### config.mk
export PLATFORM = sky130hd
export DESIGN_NAME = lkpc_ctrl
export DESIGN_NICKNAME = d
export VERILOG_FILES = /design/src/rtl/lkpc_pkg.sv /design/src/rtl/lkpc_ctrl.sv
export SDC_FILE = /design/constraint.sdc
export NUM_CORES = 1
export LEC_CHECK = 0
export BUFFER_PORTS_ARGS = -buffer_cell sky130_fd_sc_hd__buf_2
export CAP_MARGIN = 20
export CORE_AREA = 4 4 41 43
export CTS_CLUSTER_SIZE = 24
export DETAILED_ROUTE_END_ITERATION = 8
export DIE_AREA = 0 0 45 47
export GPL_ROUTABILITY_DRIVEN = 1
export PLACE_DENSITY = 0.53
export SLEW_MARGIN = 20
export SYNTH_ARGS = -nofsm -noshare
export SYNTH_HDL_FRONTEND = slang
export SYNTH_SLANG_ARGS = --single-unit
### constraint.sdc
create_clock -name i_clk -period 1.3 [get_ports i_clk]
set_input_delay 0.065 -clock i_clk [delete_from_list [all_inputs] [get_ports i_clk]]
set_output_delay 0.065 -clock i_clk [all_outputs]
set_load 0.005 [all_outputs]
### src/rtl/lkpc_pkg.sv
// Shared types and constants of the LRU keyed plan cache.
// Used by the controller, the datapath, the top level and the checker.
package lkpc_pkg;

    localparam int ENTRIES_DEF = 32;

    localparam int KEY_W       = 64;
    localparam int SLOT_W      = 5;
    localparam int LIMIT_W     = 6;
    localparam logic [LIMIT_W-1:0] LIMIT_RST = 6'd32;

    localparam int IN_TDATA_W  = 128;
    localparam int OUT_TDATA_W = 136;
    localparam int OUT_TUSER_W = 2;

    localparam int APB_DATA_W  = 32;
    localparam int APB_ADDR_W  = 3;

    // register index codes (byte address 4*i)
    localparam logic [0:0] REG_SIZE_LIMIT = 1'b0;

    typedef struct packed {
        logic start;   // latch key, clear scan trackers
        logic scan;    // read one key entry, advance the scan counter
        logic update;  // commit directory update and load the result
    } t_cmd;

    typedef struct packed {
        logic scan_last;  // scan counter at the last entry
        logic out_busy;   // result register full and not taken this cycle
    } t_sts;

    typedef struct packed {
        logic                 hit;
        logic [SLOT_W-1:0]    slot;
        logic                 evicted;
        logic [KEY_W-1:0]     ev_query_id;
        logic [KEY_W-1:0]     ev_collection_id;
    } t_result;

endpackage

### src/rtl/lkpc_ctrl.sv
// Controller state machine of the plan cache: input handshake and scan sequencing.
// Depends on lkpc_pkg for the command and status structs.
module lkpc_ctrl (
    input  logic          i_clk,
    input  logic          i_rst_n,
    input  logic          i_s_tvalid,
    output logic          o_s_tready,
    input  lkpc_pkg::t_sts i_sts,
    output lkpc_pkg::t_cmd o_cmd
);

    typedef enum logic [3:0] {
        ST_IDLE   = 4'b0001,
        ST_SCAN   = 4'b0010,
        ST_DRAIN  = 4'b0100,
        ST_UPDATE = 4'b1000
    } t_state;

    t_state r_state;
    t_state n_state;

    always_ff @(posedge i_clk) begin
        if (!i_rst_n) begin
            r_state <= ST_IDLE;
        end else begin
            r_state <= n_state;
        end
    end

    always_comb begin
        n_state      = r_state;
        o_cmd        = '0;
        o_s_tready   = 1'b0;
        unique case (r_state)
            ST_IDLE: begin
                o_s_tready = 1'b1;
                if (i_s_tvalid) begin
                    o_cmd.start = 1'b1;
                    n_state     = ST_SCAN;
                end
            end
            ST_SCAN: begin
                o_cmd.scan = 1'b1;
                if (i_sts.scan_last) begin
                    n_state = ST_DRAIN;
                end
            end
            // last read word is compared here
            ST_DRAIN: begin
                n_state = ST_UPDATE;
            end
            // hold until the result register can take the result
            ST_UPDATE: begin
                if (!i_sts.out_busy) begin
                    o_cmd.update = 1'b1;
                    n_state      = ST_IDLE;
                end
            end
            default: begin
                n_state = ST_IDLE;
            end
        endcase
    end

endmodule

Yosys cells after proc, flatten, opt, wreduce, memory -nomap -nowiden
Index checks and enable logic that the tools add are counted.
Storage, ports and cells
  output and inout bits: 4
  bits of input ports: 5
  bits in registers: 4
  word-level logic and storage cells: 19
Cells by class
  eq/ne operators: 7
  reduce and logical (&&, ||, !) cells: 1
  mux-type cells: 10
Operator list (count)
  $pmux 4 s4: 1
  $mux 4: 3
  $mux 1: 6
  $ne 2x2->1 const B: 3
  $eq 4x1->1 const B: 1
  $eq 4x2->1 const B: 1
  $eq 4x3->1 const B: 1
  $eq 4x4->1 const B: 1
  $reduce_and 3->1: 1

Depth between registers and ports, before layout
  depth after elaboration: 3
  gate-level depth with buffers: 4
  gate-level depth less buffers: 3

Least setup slack after synthesis
OpenSTA, ideal clock, no wires.
  path type: reg-to-reg
  start point: register r_state[2]
  end point: register r_state[1]
  cell stages (with the launch flop): 5
  required time: 1.221 ns
  setup slack: 0.223 ns
  path buffers: 1
  period minus slack after synthesis: 1.077 ns
  setup time: 0.079 ns
  arrival: 0.997 ns
  path through: dfxtp_1 -> buf_6 -> nor4b_4 -> nand2_2 -> a211oi_2
Between the ends
  longest elaborated chain between the ends: 3
  elaborated cells between the ends (all ways): 9
  classes of those cells: 7 x eq/ne; 1 x mux; 1 x reduce/logical
RTL lines
  start, declared: line lkpc_ctrl.sv:19  | t_state r_state;
  start signal, assigned: line lkpc_ctrl.sv:26  | r_state <= n_state;
  $eq 4x2->1 (tied with other cells): line lkpc_ctrl.sv:34  | unique case (r_state)
  $ne 2x2->1 (no source line)
  $reduce_and 3->1 (no source line)
Parallel ways exist; a longest one is shown, timed or not.
A chain may end at the register's enable or synchronous reset.

==> out/qor.yml <==
placedCellCount: 49
finalMaxSlewViolations: 0
grt_use_total_pct: 6.55
synth-compound-area-share_pct: 9.09
timing_worst_slew_pin_value_ns: 0.294
finalHoldViolCount: 0
insertion_delay_ns: 0.23
peakVddDrop_v: 0.000259
clkSinkCount: 4
synthMuxAreaShare_pct: 3.46
synth.top_cell.area_share_pct: 27.7
syn_area_um2: 289
async_flop_share_pct: 0
maxSlewHeadroom_pct: 80.3
synth_edf_count: 0
p_leak_nw: 0.167
path_clk_slew_ns: 0.04
fp.dieH_um: 47
antenna_found_initial: 0
syn_area_per_cell_um2: 9.63
ys_seq_area_share_pct: 27.7
regMostFlops: "r_state"
cts_buffers: 3
syn_inst: 30
multiInputGateArea_um2: 173
crit_arrival_ns: 1.18
setup_viol: 0
met3WireLength_um: 28
design.die.area_um2: 2120
drt_wl_total_um: 584
netlist_top_cells_area: "dfxtp_1, nor4b_4, nor4b_2"
final_common_cell: "buf_2"
start_util_pct: 22.2
met1Wirelength_um: 278
finalNetCount: 46
dr.max_layer_used: "met3"
route.detailed.drc: 0
synth_cell_type_count: 23
largest_register_ffs: 4
grt_max_degree: 10
io_buffers: 8
drive_gt1_share_pct: 56.4
clockRootBuffer: "clkbuf_4"
crit_type: "reg2out"
rsz0062_at_grt: "true"
globalplace.congestion: 0.795
die_w_um: 45
core_um2: 1300
fillCellCount: 146
synthXorXnorAreaFrac_pct: 3.03
whs_ns: 0.0541
grt-ovfl-total: 0
io_pins: 9
cts_max_level: 1
ys_ff_latch: 4
outcome: "complete, no violations"
fmaxAchievable_mhz: 806
worst_slack_ns: 0.0589
worstPathRequired_ns: 1.24
crit_chain: "nor4b_4 -> nand2_2 -> inv_1 -> buf_2"
drt_pass1_iterations: 2
hold_class: "in2reg"
synthSimpleGateAreaFrac_pct: 44.2
endpoint_kind: "output pin"
finClkSkew_ns: 0.00209
crit_path_max_fanout: 8
crit_path_top_delay_cell: "dfxtp_4"
viasPerCell: 4.61
pre_cts_slack_ns: 0.126
cts_tree: "done"
top_regs: "r_state: 4 flops"
cpLargestDelayFamily: "simple AND/OR/NAND/NOR gates"
syn_nets: 35
ff_latch_area_um2: 87.6
wire_per_inst_um: 10.8
grt_pass1_wl_um: 959
clk_path_buf_depth: 2
fin_cells: 54
cp_num_buf_inv: 2
num_rows: 13
maxCapViolations: 0
yosys_warnings: 0
vias: 249
drtIter0Drc: 6
antennaDiodeCount: 0
cpPeakStageDelay_ns: 0.37
synth_top_family_by_area: "simple AND/OR/NAND/NOR gates"
final_cell_mix: "buf_2, clkbuf_4, dfxtp_2"
synthAdderAreaFrac_pct: 0
syn_to_final_growth_pct: 26.0
ys.flop_type: "dfxtp_1"
yosysTopAreaCell: "dfxtp_1"
dr_wl_met2_um: 277
cellPowerDensity_nw_per_um2: 1070
min_period_over_period_pct: 95.5
ant_nets: 0
startpoint_type: "register"
grt_pass1_vias: 242
period_needed_ns: 1.24
[logic make-up after synthesis]
kind of cell | after synthesis
AND/OR/NAND/NOR | 15
AO/OA/AOI/OAI | 3
XOR/XNOR | 1
buffers and inverters | 6
flip-flops | 4
multiplexers | 1
[layout make-up]
| cell class | count | area share, % |
|---|---|---|
| clock buffers | 3 | 6.19 |
| inverters | 2 | 2.06 |
| multi-input cells | 20 | 47.4 |
| flip-flops and latches | 4 | 24.1 |
| well taps | 15 | 5.15 |
| repair buffers | 10 | 15.1 |
[cells in the mapped netlist (2+ instances only)]
cell type / n
dfxtp_1: 4
nor2_1: 2
buf_2: 2
inv_1: 2
and3_1: 2
[metrics by stage]
step	utilization (%)	total power, W	TNS [ns]	area, µm²
2_1_floorplan	-	0.000212	0	289
3_3_place_gp	24.5	0.000233	0	319
3_5_place_dp	24.5	0.000233	0	319
4_1_cts	26.5	0.000392	0	345
5_1_grt	28.0	0.000412	-0.0190	364
6_report	28.0	0.000390	0	364
[routing by layer]
metal	vias up	global-route usage [%]
met5	-	0
met4	0	7.02
met3	0	1.15
met2	8	8.76
met1	116	8.39
li1	125	-
[what timing repair did]
action / 4_1_cts / 5_1_grt
endpoints found under the setup margin: 1 / 2
pin swaps: 1 / 2
resized for setup: 3 / 2
buffers inserted: 0 / 2
hold buffers: 0 / 0
[where the power goes]
part	switching (W)	internal [W]
registers	0.0000204	0.000132
clock network	0.0000495	0.000103
logic	0.0000325	0.0000520
[worst register-to-register path, stage by stage (launching register included)]
cell and delay (ns):
dfxtp_4 0.37, nor4b_4 0.33, nand2_2 0.09, buf_4 0.14
a211oi_2 0.15
[final timing paths]
kind              start         end  slack (ns)  cells past startpoint
max          r_state[2]    o_cmd[2]        0.06                      4
min             i_rst_n  r_state[0]        0.05                      2
max reg2reg  r_state[2]  r_state[1]        0.13                      4
min reg2reg  r_state[1]  r_state[3]        0.66                      2
No activity file was read; power rests on OpenSTA's default activity.
